**src/rtl/packet_release_pacer_macros.svh**
```systemverilog
// assertion macros for the packet release pacer
// expects clk and rst in the scope of every use
`ifndef PACKET_RELEASE_PACER_MACROS_SVH
`define PACKET_RELEASE_PACER_MACROS_SVH

// property checked on every clock edge outside reset
`define PRP_ASSERT(lbl, prop, msg) \
  lbl: assert property (@(posedge clk) disable iff (rst) (prop)) else $error(msg);

// condition that must never be seen outside reset
`define PRP_NEVER(lbl, cond, msg) \
  lbl: assert property (@(posedge clk) disable iff (rst) !(cond)) else $error(msg);

`endif

```
**src/rtl/prp_pkg.sv**
```systemverilog
// shared types and constants for the packet release pacer
// no dependencies
package prp_pkg;

  // fraction bits of the fixed point next-time and rate registers
  localparam int FRAC_BITS = 16;

  // depth of the queue between front and back
  localparam int QUEUE_DEPTH = 4;
  localparam int QPTR_W = $clog2(QUEUE_DEPTH);
  localparam int QCNT_W = $clog2(QUEUE_DEPTH + 1);

  // request codes on req_type
  typedef enum logic [1:0] {
    REQ_PACKET = 2'd0,
    REQ_START  = 2'd1,
    REQ_STOP   = 2'd2,
    REQ_LIMIT  = 2'd3
  } req_t;

  // pacing modes
  typedef enum logic [1:0] {
    MODE_REPLAY   = 2'd0,
    MODE_PKT_RATE = 2'd1,
    MODE_BIT_RATE = 2'd2,
    MODE_NOGAP    = 2'd3
  } mode_t;

  // configuration register indexes
  typedef enum logic [1:0] {
    CFG_PACE_MODE    = 2'd0,
    CFG_REPLAY_SCALE = 2'd1,
    CFG_PACKET_GAP   = 2'd2,
    CFG_BYTE_TIME    = 2'd3
  } cfg_idx_t;

  // what the back part has to do with one item
  typedef enum logic [1:0] {
    KIND_HELD  = 2'd0,
    KIND_FIRST = 2'd1,
    KIND_PACE  = 2'd2
  } kind_t;

  // classified item passed from front to back
  typedef struct packed {
    kind_t       kind;
    logic        hit;
    logic [63:0] now;
    logic [63:0] diff;
    logic [15:0] prev_len;
  } task_t;

  // configuration seen by the back part
  typedef struct packed {
    mode_t       mode;
    logic [31:0] scale;
    logic [63:0] gap;
    logic [31:0] byte_time;
  } cfg_t;

endpackage

```
**src/rtl/prp_queue.sv**
```systemverilog
// short queue of classified items between front and back
// depends on prp_pkg and packet_release_pacer_macros.svh
`include "packet_release_pacer_macros.svh"

module prp_queue (
  input  logic            clk,
  input  logic            rst,
  input  logic            push,
  input  prp_pkg::task_t  push_data,
  input  logic            pop,
  output prp_pkg::task_t  head,
  output logic            empty,
  output logic            full
);

  prp_pkg::task_t                   entries [prp_pkg::QUEUE_DEPTH];
  logic [prp_pkg::QPTR_W-1:0]       wr_ptr;
  logic [prp_pkg::QPTR_W-1:0]       rd_ptr;
  logic [prp_pkg::QCNT_W-1:0]       count;

  assign empty = (count == prp_pkg::QCNT_W'(0));
  assign full  = (count == prp_pkg::QCNT_W'(prp_pkg::QUEUE_DEPTH));
  assign head  = entries[rd_ptr];

  // storage
  always_ff @(posedge clk) begin
    if (push) begin
      entries[wr_ptr] <= push_data;
    end
  end

  // pointers and fill count
  always_ff @(posedge clk) begin
    if (rst) begin
      wr_ptr <= '0;
      rd_ptr <= '0;
      count  <= '0;
    end else begin
      if (push) begin
        wr_ptr <= (wr_ptr == prp_pkg::QPTR_W'(prp_pkg::QUEUE_DEPTH - 1)) ?
                  '0 : wr_ptr + prp_pkg::QPTR_W'(1);
      end
      if (pop) begin
        rd_ptr <= (rd_ptr == prp_pkg::QPTR_W'(prp_pkg::QUEUE_DEPTH - 1)) ?
                  '0 : rd_ptr + prp_pkg::QPTR_W'(1);
      end
      if (push && !pop) begin
        count <= count + prp_pkg::QCNT_W'(1);
      end else if (pop && !push) begin
        count <= count - prp_pkg::QCNT_W'(1);
      end
    end
  end

  `PRP_NEVER(a_no_push_full, push && full, "queue written while full")
  `PRP_NEVER(a_no_pop_empty, pop && empty, "queue read while empty")
  `PRP_NEVER(a_count_range, count > prp_pkg::QCNT_W'(prp_pkg::QUEUE_DEPTH), "queue count overflow")

endmodule

```
**config.mk**
```make
export PLATFORM = sky130hd
export DESIGN_NAME = prp_queue
export DESIGN_NICKNAME = d
export VERILOG_FILES = /design/src/rtl/prp_pkg.sv /design/src/rtl/prp_queue.sv
export VERILOG_INCLUDE_DIRS = /design/src /design/src/rtl
export SDC_FILE = /design/constraint.sdc
export NUM_CORES = 1
export LEC_CHECK = 0
export BUFFER_PORTS_ARGS = -buffer_cell sky130_fd_sc_hd__buf_4
export CAP_MARGIN = 20
export CORE_MARGIN = 2
export CORE_UTILIZATION = 40
export DETAILED_ROUTE_END_ITERATION = 7
export HOLD_SLACK_MARGIN = 0.1
export MAX_ROUTING_LAYER = met4
export SKIP_LAST_GASP = 1
export SYNTH_ARGS = -nofsm -noshare
export SYNTH_HDL_FRONTEND = slang
export SYNTH_SLANG_ARGS = --single-unit
```
**constraint.sdc**
```tcl
create_clock -name clk -period 5.09 [get_ports clk]
set_input_delay 0.2545 -clock clk [delete_from_list [all_inputs] [get_ports clk]]
set_output_delay 0.2545 -clock clk [all_outputs]
set_load 0.01 [all_outputs]
```
**Yosys cells after proc, flatten, opt, wreduce, memory -nomap -nowiden**

Memories as Yosys holds them, arrays and structs flattened. A register that Yosys moved wholly into a read port is not among the register bits.
Cells that the tools add are included.

- Register bits: 7
- Input bits: 151
- Memory bits (writable): 588
- Memories: 1

Memory list:

| memory | words | bits a word | read ports | clocked after Yosys merged registers in | wr ports | RTL line | RTL |
|---|---|---|---|---|---|---|---|
| entries | 4 | 147 | 1 | 1 | 1 | prp_queue.sv:16 | `prp_pkg::task_t entries [prp_pkg::QUEUE_DEPTH];` |

- Reductions and logical operators: 6
- Muxes and demuxes: 8
- Equal/unequal tests: 3
- $add $sub $neg: 4

Operators with widths:

| cell | number |
|---|---|
| $mux 2 | 4 |
| $mux 3 | 2 |
| $add 2x1->2 const B | 2 |
| $eq 2x2->1 const B | 2 |
| $add 3x1->3 const B | 1 |
| $eq 3x3->1 const B | 1 |
| $logic_not 3->1 | 1 |
| $sub 3x1->3 const B | 1 |
| $logic_and 1x1->1 | 2 |
| $logic_not 1->1 | 2 |
| $mux 1 | 2 |
| $reduce_bool 2->1 | 1 |

**Depth between registers and ports, before layout**

- Depth after elaboration: 4
- Depth in mapped cells: 7
- Mapped depth without buffers: 7

**Worst setup path before layout**

No wires, ideal clock.

- Path kind: register -> register
- Start point: register wr_ptr[0] (netlist name)
- End point: memory entries[0][0] (netlist name) (enable)
- Clock period less this slack: 4.428 ns
- Buffers on the path: 0
- Cell stages (with the launch flop): 4
- Path slack: 0.662 ns
- Library setup time: 0.524 ns
- Arrival time: 3.905 ns
- Data required time: 4.566 ns
- Cells stage by stage: dfxtp_1 > inv_1 > ha_1 > and2_1

RTL lines:

| element | RTL line | RTL |
|---|---|---|
| from (decl) | prp_queue.sv:17 | `logic [prp_pkg::QPTR_W-1:0] wr_ptr;` |
| from (signal assigned) | prp_queue.sv:40 | `wr_ptr <= (wr_ptr == prp_pkg::QPTR_W'(prp_pkg::QUEUE_DEPTH - 1)) ?` |
| to (decl) | prp_queue.sv:16 |  |

No word-level cell before the write port.

==> parameters.txt <==
Parameter                              Value

Synthesis
  Number of flip-flops and latches in the synthesized netlist    approximately 600
  Top-area cell type share of the netlist area    0.810
  Post-Synth XOR/XNOR Area    0.000804
  Share of the synthesized area in compound gates (AO/OA/AOI/OAI)    0.000689
  Number of warnings issued by yosys    0
  Post-Synthesis Net Count    970
  Share of synthesized cell area in and, or, nand and nor gates    0.00356
  Main combinational cell family by area after synthesis    multiplexers
  Yosys cell types    21
  Adder and majority gate portion of the synthesized area    0.00436
  Instance count of the mapped netlist    812
  Proportion of synthesized area in mux cells    0.154
  Area leader, netlist    sky130_fd_sc_hd__edfxtp_1
  Post-Syn Area per Cell    26.8 um^2
  Post-synthesis instance area    0.0218 mm^2
  Sequential area share after synthesis    0.818
  Biggest area contributors in the synthesized netlist    sky130_fd_sc_hd__edfxtp_1 (81%), sky130_fd_sc_hd__mux4_2 (15%), sky130_fd_sc_hd__buf_12 (1.3%)

GRT
  Wire length of the first global-routing pass    67.0 mm
  Vias in the first global route    11400
  GRT Util Overall    0.163
  Maximum number of pins on one net before global-route repair    89
  Leftover overflow at the end of global routing    0
  Number of antenna violations at the first check in global routing    4

Floorplan
  Overall die height    roughly 240 um
  CORE AREA    ~0.054 mm^2
  Site Rows    85
  Die footprint    roughly 0.056 mm^2
  Number of top-level design ports    300
  Initial Utilization    0.405
  Horiz. Die Dim    237 um

Power and ir drop
  Areal power density over the cells    390 mW/mm^2
  Highest ir drop seen on vdd    0.000264 V
  Static Leak    9.46 nW

Timing
  RSZ-0062 raised after global routing    false
  Fin crit share    0.594
  Total count of max-transition violations in the final report    0
  Worst-case headroom to the max-slew limit    0.323
  Worst Max-Slew Pin Slew    approximately 1.0 ns
  Final setup TNS    0 ns
  Final Setup Violations    0
  Post-route worst setup slack    2.06 ns
  FMAX    about 0.33 GHz
  Final Hold Viols    0
  Clock period minus final worst setup slack    ~3.0 ns
  Max Clock Skew    around 0.023 ns

CTS
  Clock latency reported for the late side of the worst-skew pair    between 0.6 and 0.7 ns
  Buffer type at the clock tree root    sky130_fd_sc_hd__clkbuf_16
  Post-CTS Repair Setup Buffers    0
  CTS tree    yes
  Clock transition time at the flip-flop clock pins of the worst setup and hold paths    approximately 0.060 ns
  # H-tree levels    2
  Post-CTS sizing    0
  Number of buffers created by CTS    60
  Number of buffers on the longest clock path    3
  Count of clock tree sinks    roughly 600

Drt
  Number of violations reported at the end of detailed-routing iteration 0    535
  Post-detailed-route DRC marker count    0
  Via count normalized by instance count    4.98
  Post-detailed-routing wire length    44.3 mm
  Final ANT Viol Nets    0
  Per-cell routed wire length    21.6 um
  1st-pass router iterations    4
  Overall via count from detail_route    between 10000 and 15000

Worst setup path
  Cell Chain, Critical Path    buf_4 -> mux4_2 -> buf_4
  Kind of cell with the highest combined delay on the critical path    buffers and inverters
  Required time at the worst-slack endpoint    4.84 ns
  Crit path buf inv count    2
  Slowest Stage Delay on Critical Path    0.73 ns
  Setup Crit Path Kind    register to output port
  Slack of the worst reg-to-reg path    2.67 ns
  Worst setup EP type    output port
  CP max stage cell    sky130_fd_sc_hd__dfxtp_4
  Cell mode on critical path    sky130_fd_sc_hd__buf_4
  Crit path launch type    register
  Largest fanout of any net on the critical path    30
  Arrival time worst endpoint    2.77 ns

Finish
  Share of layout cells above drive strength 1    0.402
  Final layout net count    1461
  Most common cell after layout, fill and taps aside    sky130_fd_sc_hd__edfxtp_1
  Leading cell types in the layout, fill and taps excluded    sky130_fd_sc_hd__edfxtp_1 (588), sky130_fd_sc_hd__buf_4 (305), sky130_fd_sc_hd__dlygate4sd3_1 (150)
  P&R area growth vs syn    28.7%
  Layout filler cell count    4209

Run
  Max-cap viol count    0

Status
  Outcome    complete, no violations

Placed design
  HPWL after DPL    24.9 mm
  Post-Place Worst Slack    ~2.6 ns
  Port-buffer cells    ~300
  Routability congestion estimate    0.715

Min path
  Min-delay worst type    input pin to register
[state kept, by name (all words and copies together) (netlist names), named ones only]
signal   flops
entries    588
wr_ptr       2
count        3
rd_ptr       2
[area by class of cell]
class	instances	area (um^2)	area share
multi-input combinational	178	3570	0.127
timing repair buffer	462	3930	0.140
clock inverter	34	253	0.00901
antenna	4	10.0	0.000357
inverter	4	15.0	0.000535
clock buffer	73	1570	0.0560
tap	696	871	0.0310
sequential	597	17800	0.636
[cells in the mapped netlist]
master and count:
sky130_fd_sc_hd__mux2i_1 4, sky130_fd_sc_hd__nor3_1 1, sky130_fd_sc_hd__xor2_1 2, sky130_fd_sc_hd__o21ai_0 1
sky130_fd_sc_hd__clkbuf_1 2, sky130_fd_sc_hd__or3_1 1, sky130_fd_sc_hd__edfxtp_1 588, sky130_fd_sc_hd__inv_1 4
sky130_fd_sc_hd__buf_6 1, sky130_fd_sc_hd__mux4_2 147, sky130_fd_sc_hd__buf_8 1, sky130_fd_sc_hd__nor2_1 7
sky130_fd_sc_hd__fa_1 1, sky130_fd_sc_hd__a21oi_1 2, sky130_fd_sc_hd__dfxtp_1 9, sky130_fd_sc_hd__buf_2 14
sky130_fd_sc_hd__nor3b_1 2, sky130_fd_sc_hd__and2_1 4, sky130_fd_sc_hd__ha_1 6, sky130_fd_sc_hd__buf_4 1
sky130_fd_sc_hd__buf_12 14
[power breakdown]
part / leakage [nW] / switching [W] / internal, W / total, W
clock network: 0.890 / 0.00176 / 0.00237 / 0.00413
registers: 5.48 / 0.0000651 / 0.00564 / 0.00570
logic: 3.10 / 0.000528 / 0.000588 / 0.00112
total: 9.46 / 0.00235 / 0.00860 / 0.0109
[worst register-to-register path, cell delays in order, from the launching register on]
cell and delay (ns):
sky130_fd_sc_hd__dfxtp_1 0.34, sky130_fd_sc_hd__inv_1 0.09, sky130_fd_sc_hd__ha_1 0.14, sky130_fd_sc_hd__and2_4 0.80, sky130_fd_sc_hd__buf_12 0.54
[timing repair]
item,4_1_cts,5_1_grt
endpoints found under the setup margin,0,0
hold endpoints to repair,597,0
hold buffers,150,0
[metal layers]
metal | up-vias | GRT usage | wire length, um
met4 | 0 | 0.0496 | 943
met3 | 65 | 0.0382 | 2570
met5 | - | - | 0
li1 | 4514 | - | -
met2 | 225 | 0.265 | 22100
met1 | 5390 | 0.204 | 18700
[stage by stage]
stage	hold slack [ns]	power, W	instance area (um^2)	instances	util
5_1_grt	0.359	0.0113	28100	2048	0.521
4_1_cts	0.344	0.0111	28100	2044	0.521
6_report	0.390	0.0109	28100	2048	0.521
2_1_floorplan	0.324	0.00635	21800	812	-
3_3_place_gp	0.454	0.00683	24700	1787	0.459
3_5_place_dp	0.458	0.00685	24700	1787	0.459
[kinds of logic (layout without fill, tap and decap cells)]
group	Yosys count	count (layout)
adders and majority gates	7	7
other	0	4
buffers and inverters	37	573
muxes	151	151
DFF	597	597
AOI/OAI and AO/OA	3	3
and+or+nand+nor	15	15
xor gates and xnor gates	2	2
[final timing paths]
path | from | depth (start not counted) | endpoint
hold / removal | push_data[59] | 2 | entries[2][59]
setup reg to reg | wr_ptr[0] | 4 | entries[2][11]
setup / recovery | register | 3 | head[6]
hold reg to reg | count[2] | 2 | count[2]
No activity file was read; power rests on OpenSTA's default activity.
