**src/rtl/packet_release_pacer_macros.svh**
```systemverilog
// assertion macros for the packet release pacer
// expects clk and rst in the scope of every use
`ifndef PACKET_RELEASE_PACER_MACROS_SVH
`define PACKET_RELEASE_PACER_MACROS_SVH

// property checked on every clock edge outside reset
`define PRP_ASSERT(lbl, prop, msg) \
  lbl: assert property (@(posedge clk) disable iff (rst) (prop)) else $error(msg);

// condition that must never be seen outside reset
`define PRP_NEVER(lbl, cond, msg) \
  lbl: assert property (@(posedge clk) disable iff (rst) !(cond)) else $error(msg);

`endif

```
**src/rtl/prp_pkg.sv**
```systemverilog
// shared types and constants for the packet release pacer
// no dependencies
package prp_pkg;

  // fraction bits of the fixed point next-time and rate registers
  localparam int FRAC_BITS = 16;

  // depth of the queue between front and back
  localparam int QUEUE_DEPTH = 4;
  localparam int QPTR_W = $clog2(QUEUE_DEPTH);
  localparam int QCNT_W = $clog2(QUEUE_DEPTH + 1);

  // request codes on req_type
  typedef enum logic [1:0] {
    REQ_PACKET = 2'd0,
    REQ_START  = 2'd1,
    REQ_STOP   = 2'd2,
    REQ_LIMIT  = 2'd3
  } req_t;

  // pacing modes
  typedef enum logic [1:0] {
    MODE_REPLAY   = 2'd0,
    MODE_PKT_RATE = 2'd1,
    MODE_BIT_RATE = 2'd2,
    MODE_NOGAP    = 2'd3
  } mode_t;

  // configuration register indexes
  typedef enum logic [1:0] {
    CFG_PACE_MODE    = 2'd0,
    CFG_REPLAY_SCALE = 2'd1,
    CFG_PACKET_GAP   = 2'd2,
    CFG_BYTE_TIME    = 2'd3
  } cfg_idx_t;

  // what the back part has to do with one item
  typedef enum logic [1:0] {
    KIND_HELD  = 2'd0,
    KIND_FIRST = 2'd1,
    KIND_PACE  = 2'd2
  } kind_t;

  // classified item passed from front to back
  typedef struct packed {
    kind_t       kind;
    logic        hit;
    logic [63:0] now;
    logic [63:0] diff;
    logic [15:0] prev_len;
  } task_t;

  // configuration seen by the back part
  typedef struct packed {
    mode_t       mode;
    logic [31:0] scale;
    logic [63:0] gap;
    logic [31:0] byte_time;
  } cfg_t;

endpackage

```
**src/rtl/prp_front.sv**
```systemverilog
// front part: classifies requests and keeps the pacer control state
// depends on prp_pkg
module prp_front (
  input  logic            clk,
  input  logic            rst,
  input  logic            accept,
  input  logic [1:0]      req_type,
  input  logic [63:0]     now_ns,
  input  logic [63:0]     capture_ts_ns,
  input  logic [15:0]     pkt_len,
  input  logic [31:0]     limit_count,
  output prp_pkg::task_t  task_out
);

  logic        running, running_next;
  logic        awaiting_first, awaiting_first_next;
  logic [63:0] ref_stamp, ref_stamp_next;
  logic [15:0] prev_len, prev_len_next;
  logic [31:0] remaining, remaining_next;
  logic [31:0] remaining_dec;

  assign remaining_dec = remaining - 32'd1;

  // classification and state update for one transfer
  always_comb begin
    running_next        = running;
    awaiting_first_next = awaiting_first;
    ref_stamp_next      = ref_stamp;
    prev_len_next       = prev_len;
    remaining_next      = remaining;
    task_out.kind       = prp_pkg::KIND_HELD;
    task_out.hit        = 1'b0;
    task_out.now        = now_ns;
    task_out.diff       = capture_ts_ns - ref_stamp;
    task_out.prev_len   = prev_len;
    case (prp_pkg::req_t'(req_type))
      prp_pkg::REQ_START: begin
        running_next        = 1'b1;
        awaiting_first_next = 1'b1;
      end
      prp_pkg::REQ_STOP: begin
        running_next = 1'b0;
      end
      prp_pkg::REQ_LIMIT: begin
        remaining_next = limit_count;
      end
      prp_pkg::REQ_PACKET: begin
        if (running) begin
          task_out.kind = awaiting_first ? prp_pkg::KIND_FIRST : prp_pkg::KIND_PACE;
          awaiting_first_next = 1'b0;
          ref_stamp_next      = capture_ts_ns;
          prev_len_next       = pkt_len;
          // packet limit countdown
          if (remaining != 32'd0) begin
            remaining_next = remaining_dec;
            if (remaining_dec == 32'd0) begin
              running_next = 1'b0;
              task_out.hit = 1'b1;
            end
          end
        end
      end
      default: begin
        running_next = running;
      end
    endcase
  end

  // control state registers
  always_ff @(posedge clk) begin
    if (rst) begin
      running        <= 1'b0;
      awaiting_first <= 1'b1;
      ref_stamp      <= 64'd0;
      prev_len       <= 16'd0;
      remaining      <= 32'd0;
    end else if (accept) begin
      running        <= running_next;
      awaiting_first <= awaiting_first_next;
      ref_stamp      <= ref_stamp_next;
      prev_len       <= prev_len_next;
      remaining      <= remaining_next;
    end
  end

endmodule

```
**config.mk**
```make
export PLATFORM = sky130hd
export DESIGN_NAME = prp_front
export DESIGN_NICKNAME = d
export VERILOG_FILES = /design/src/rtl/packet_release_pacer_macros.svh /design/src/rtl/prp_pkg.sv /design/src/rtl/prp_front.sv
export SDC_FILE = /design/constraint.sdc
export NUM_CORES = 1
export LEC_CHECK = 0
export BUFFER_PORTS_ARGS = -buffer_cell sky130_fd_sc_hd__buf_2
export CORE_UTILIZATION = 40
export DETAILED_ROUTE_END_ITERATION = 12
export PLACE_DENSITY = 0.73
export RECOVER_POWER = 50
export SLEW_MARGIN = 15
export SYNTH_ARGS = -nofsm -noshare
export SYNTH_HDL_FRONTEND = slang
export SYNTH_SLANG_ARGS = --single-unit
```
**constraint.sdc**
```tcl
create_clock -name clk -period 10.74 [get_ports clk]
set_input_delay 2.148 -clock clk [delete_from_list [all_inputs] [get_ports clk]]
set_output_delay 2.148 -clock clk [all_outputs]
set_load 0.02 [all_outputs]
```
# --- Word level (Yosys, flattened, before mapping) ---
# Cells that the tools add are included.
# Widths: inputs -> output; s select.
word_totals:
  regBits: 114
  out_inout_bits: 147
  wordCells: 36
classes:
  addsub: 2
  n_eq_ne: 5
  n_mux: 14
  n_reduce_logical: 10
ops:
  columns: ["op", "count"]
  rows:
  - ["$mux 32", 2]
  - ["$pmux 32 s2", 1]
  - ["$sub 64x64->64", 1]
  - ["$logic_not 32->1", 1]
  - ["$reduce_bool 32->1", 1]
  - ["$sub 32x1->32 const B", 1]
  - ["$mux 1", 6]
  - ["$mux 3", 2]
  - ["$reduce_and 3->1", 2]
  - ["$eq 2x2->1 const B", 2]
  - ["$ne 2x2->1 const B", 2]
  - ["$reduce_and 4->1", 1]
  - ["$reduce_bool 2->1", 2]
  - ["$pmux 1 s3", 1]
  - ["$reduce_bool 3->1", 1]
  - ["$eq 2x1->1 const B", 1]
  - ["$logic_not 2->1", 1]
  - ["$mux 2", 1]
  - ["$pmux 1 s2", 1]
  - ["$reduce_and 2->1", 1]

# --- Depth between registers and ports, before layout ---
depth:
  word_depth: 6
  depth_mapped: 11
  mapped_depth_nobuf: 11

# --- Least setup slack after synthesis ---
# No wires, ideal clock.
synth_timing:
  kind: "input to output"
  start: "input port capture_ts_ns[4]"
  end: "output port task_out[77] in the netlist's numbering"
  arrival_ns: 5.085
  required_time_ns: 8.592
  path_slack_ns: 3.507
  stages: 9
  n_path_buf: 0
  cell_sequence: "ha_1 > a21o_1 > a211o_1 > o21ai_0 > a21oi_1 > a41oi_1 > o21a_1 > nor3_1 > a2111oi_0"
synth_rtl:
  columns: ["item", "line", "rtl"]
  rows:
  - ["start, declared", "prp_front.sv:9", "input logic [63:0] capture_ts_ns,"]
  - ["end, declared", "prp_front.sv:12", "output prp_pkg::task_t task_out"]

==> summary.md <==
| Metric | Value |
|---|---|
| Crit path kind | `primary input to output port` |
| Area grow syn2layout | `12.5%` |
| I/O Buffers | `around 200` |
| Num CTS Buffers | `17` |
| Nets | `1,773` |
| Clock transition at path regs | `around 50 ps` |
| Compound-Gate Fraction of Synth Area | `0.269` |
| Fmax | `about 130 MHz` |
| Fin. Hold Viols | `0` |
| Largest family of logic cells by synthesized area | `compound AO/OA/AOI/OAI gates` |
| Die area | `25,400 um^2` |
| Worst path max stage delay | `590 ps` |
| Max-slew violations | `221` |
| Ports | `roughly 330` |
| Initial core utilization | `0.407` |
| RSZ-0062 raised after global routing | `no` |
| Finished Core Util | `0.458` |
| Seq/Total Area, Yosys | `0.231` |
| Worst EP arrival | `5670 ps` |
| Worst-case clock skew | `17.1 ps` |
| Syn Std Cell Area | `9890 um^2` |
| Peak supply drop | `0.101 mV` |
| Slowest-stage cell, CP | `a41oi_1` |
| Status | `finished with violations` |
| Register area | `about 2300 um^2` |
| Vias in the first global route | `9,624` |
| Yosys warning total | `0` |
| Most used DFF post-synth | `dfxtp_1` |
| DIE HEIGHT | `~160 um` |
| CTS resizes | `0` |
| Req. time, crit path | `8590 ps` |
| Crit-path max FO | `7` |
| Worst setup SP type | `primary input` |
| Min Tclk post-route | `approximately 7800 ps` |
| Die Span X | `159 um` |
| Design Power | `around 0.0015 W` |
| Crit. End Element | `output port` |
| CP bufs+invs | `2` |
| FFs w/ async S/R, synth | `0` |
| CP dominant cell by count | `buf_2` |
| Share of Yosys cell area claimed by the top area cell type | `0.231` |
| Routed WL | `about 29 mm` |
| Hold crit path type | `register to register` |
| Num rows | `57` |
| Via density | `~5.6` |
| Failing checks | `capacitance limit, slew limit` |
| CTS root buffer | `clkbuf_16` |
| Final RePlAce weighted congestion | `0.902` |
| Iter 0 DRT Violations | `around 700` |
| XOR/XNOR Fraction of Synth Area | `0.0556` |
| Area of the multi-input gates | `6490 um^2` |
| Final setup fails | `0` |
| Dpl hpwl | `about 21 mm` |
| Worst-Skew Late Latency | `between 400 and 500 ps` |
| Fillers | `around 2,500` |
| Yosys cell types | `73` |
| Synth area leaders | `dfxtp_1 (23%), a21oi_1 (10%), nand2_1 (9.7%)` |
| FF+latch count, synth | `114` |
| Worst-margin pin slew | `3340 ps` |
| Synth Instances | `about 1,400` |
| Setup slack at placement | `just over 3000 ps` |
| Total gr overflow | `0` |
| GRT Resource Usage Total | `0.226` |
| Final worst path period share | `0.728` |
| Pleak | `around 4.3 nW` |
| Synth Area in Adders | `0.0842` |
| Syn Area/Cell | `about 6.9 um^2` |
| MaxCap Viol Count | `4` |
| Post-CTS Setup Bufs | `0` |
| Routed len/inst | `roughly 16 um` |
| DRC Markers | `0` |
| Max-slew headroom | `-1.23` |
| Post-DRT Antenna Nets | `0` |
| Final worst slack | `2930 ps` |
| Post-Synth Simple-Gate Area | `0.245` |
| Fraction of layout cells with a size suffix above 1 | `0.153` |
| Post-synth EDFFs | `0` |
| First-pass GRT wire length | `between 40 and 50 mm` |
| Core area | `~24,000 um^2` |
| Cell Pwr Density | `between 100 and 150 nW/um^2` |
| Cell-by-cell trace of the critical path | `buf_2 > ha_1 > a21o_1 > a211o_1 > o21ai_0 > a21oi_1 > a41oi_1 > o21a_1 > nor3_1 > a2111oi_0 > buf_2` |
| Mux cell area share after synthesis | `0.00228` |
| Critical path's top delay family | `compound AO/OA/AOI/OAI gates` |
| H-tree lvl count | `4` |
| DR vias | `10,500` |
| Post-synth net total | `approximately 1,700` |
| Final Hold Slack | `453 ps` |
| Drt first pass iters | `5` |
| Clock Sink Count | `between 100 and 150` |
| CTS tree | `yes` |
| Setup tns final | `0 ps` |
| Largest net degree at the start of global routing | `slightly above 80` |
| Hold_buf cts | `0` |
| Antenna violations before repair | `5` |
| Deepest clock path buffer count | `2` |
| Largest area contributor in the netlist | `dfxtp_1` |
routing by layer:
| metal | part of all wire | track usage | routed length [um] | vias to the layer above |
|---|---|---|---|---|
| li1 | - | - | - | 5147 |
| met1 | 0.43 | 0.271 | 12600 | 4856 |
| met2 | 0.48 | 0.381 | 13900 | 370 |
| met5 | 0.00045 | 0 | 13 | - |
| met4 | 0.031 | 0.116 | 885 | 2 |
| met3 | 0.057 | 0.0438 | 1640 | 82 |
where the power goes:
group | leakage, nW | switching [W] | internal, W | total, W
Clock | 0.287 | 0.000234 | 0.000351 | 0.000585
Combinational | 3.07 | 0.000280 | 0.000163 | 0.000443
Sequential | 0.921 | 0.0000124 | 0.000434 | 0.000446
Total | 4.28 | 0.000527 | 0.000947 | 0.00147
synth_stat cells, types with 4 or more instances:
library cell and count:
nand2_1 256, a21oi_1 200, dfxtp_1 114, nor2_1 101
inv_1 90, o21ai_0 79, clkbuf_1 78, ha_1 65
buf_4 64, xnor2_1 42, a21o_1 37, nor3_1 31
nand4_1 24, nand3_1 21, xor2_1 19, nand2b_1 15
nor4_1 14, a211oi_1 13, a22oi_1 13, a31oi_1 13
o211ai_1 12, or3_1 12, o21bai_1 11, o31ai_1 9
and3_1 8, o21a_1 6, a2111oi_0 5, and2_1 5
nor2b_1 5, or4_1 5, a211o_1 4, a21boi_0 4
a311oi_1 4, nand4b_1 4, nor3b_1 4, or2_2 4
metrics by stage:
stage	instances	instance area, um^2
finish	1867	11100
global route	1867	11100
CTS	1863	11200
detailed placement	1831	10600
global placement	1831	10600
floorplan	1444	9890
worst register-to-register path, cell delays in order (launching register included):
cell,delay [ps]
dfxtp_1,390
inv_1,100
ha_1,250
nand2b_1,130
nor3_1,60
buf_4,180
nand4_1,150
nor2_1,100
a31oi_1,1240
clkbuf_1,830
o21ai_0,220
a22oi_1,220
nor2_1,60
cell usage in the layout, fill, tap and decap left out, types with 17 or more instances in the layout:
cell / instances
o21ai_0: 79
nand4_1: 24
nor3_1: 31
xor2_1: 19
dfxtp_1: 114
clkbuf_1: 21
a21o_1: 37
buf_2: 181
nand2_1: 256
nand3_1: 21
a21oi_1: 200
ha_1: 65
xnor2_1: 42
inv_1: 90
clkbuf_16: 17
nor2_1: 101
kinds of logic (layout without fill, tap and decap cells):
group                      count (synthesis)  count (layout)
AOI/OAI and AO/OA                        441             441
xor gates and xnor gates                  62              62
adders and majority gates                 66              66
buffers and inverters                    233             328
DFF                                      114             114
muxes                                      2               2
other                                      0               4
and+or+nand+nor                          526             526
final timing paths:
check,from,endpoint,slack [ps],cells after the start
hold reg to reg,prev_len[5]$_SDFFE_PP0P_,prev_len[5]$_SDFFE_PP0P_,450,2
setup / recovery,capture_ts_ns[4],task_out[77],2930,11
hold / removal,prev_len[5]$_SDFFE_PP0P_,prev_len[5]$_SDFFE_PP0P_,450,2
setup reg to reg,remaining[0]$_SDFFE_PP0P_,remaining[11]$_SDFFE_PP0P_,6590,12
layout make-up:
| class | instances | area share |
|---|---|---|
| Antenna cell | 4 | 0.000899 |
| Clock buffer | 18 | 0.0394 |
| Clock inverter | 14 | 0.0139 |
| Inverter | 90 | 0.0303 |
| Multi-Input combinational cell | 1097 | 0.583 |
| Sequential cell | 114 | 0.205 |
| Tap cell | 324 | 0.0364 |
| Timing Repair Buffer | 206 | 0.0911 |
sequential cells by signal, indices dropped and copies added, names as in the netlist:
register,count
ref_stamp,64
running,1
remaining,32
awaiting_first,1
prev_len,16
(Power assumes the default switching activity.)
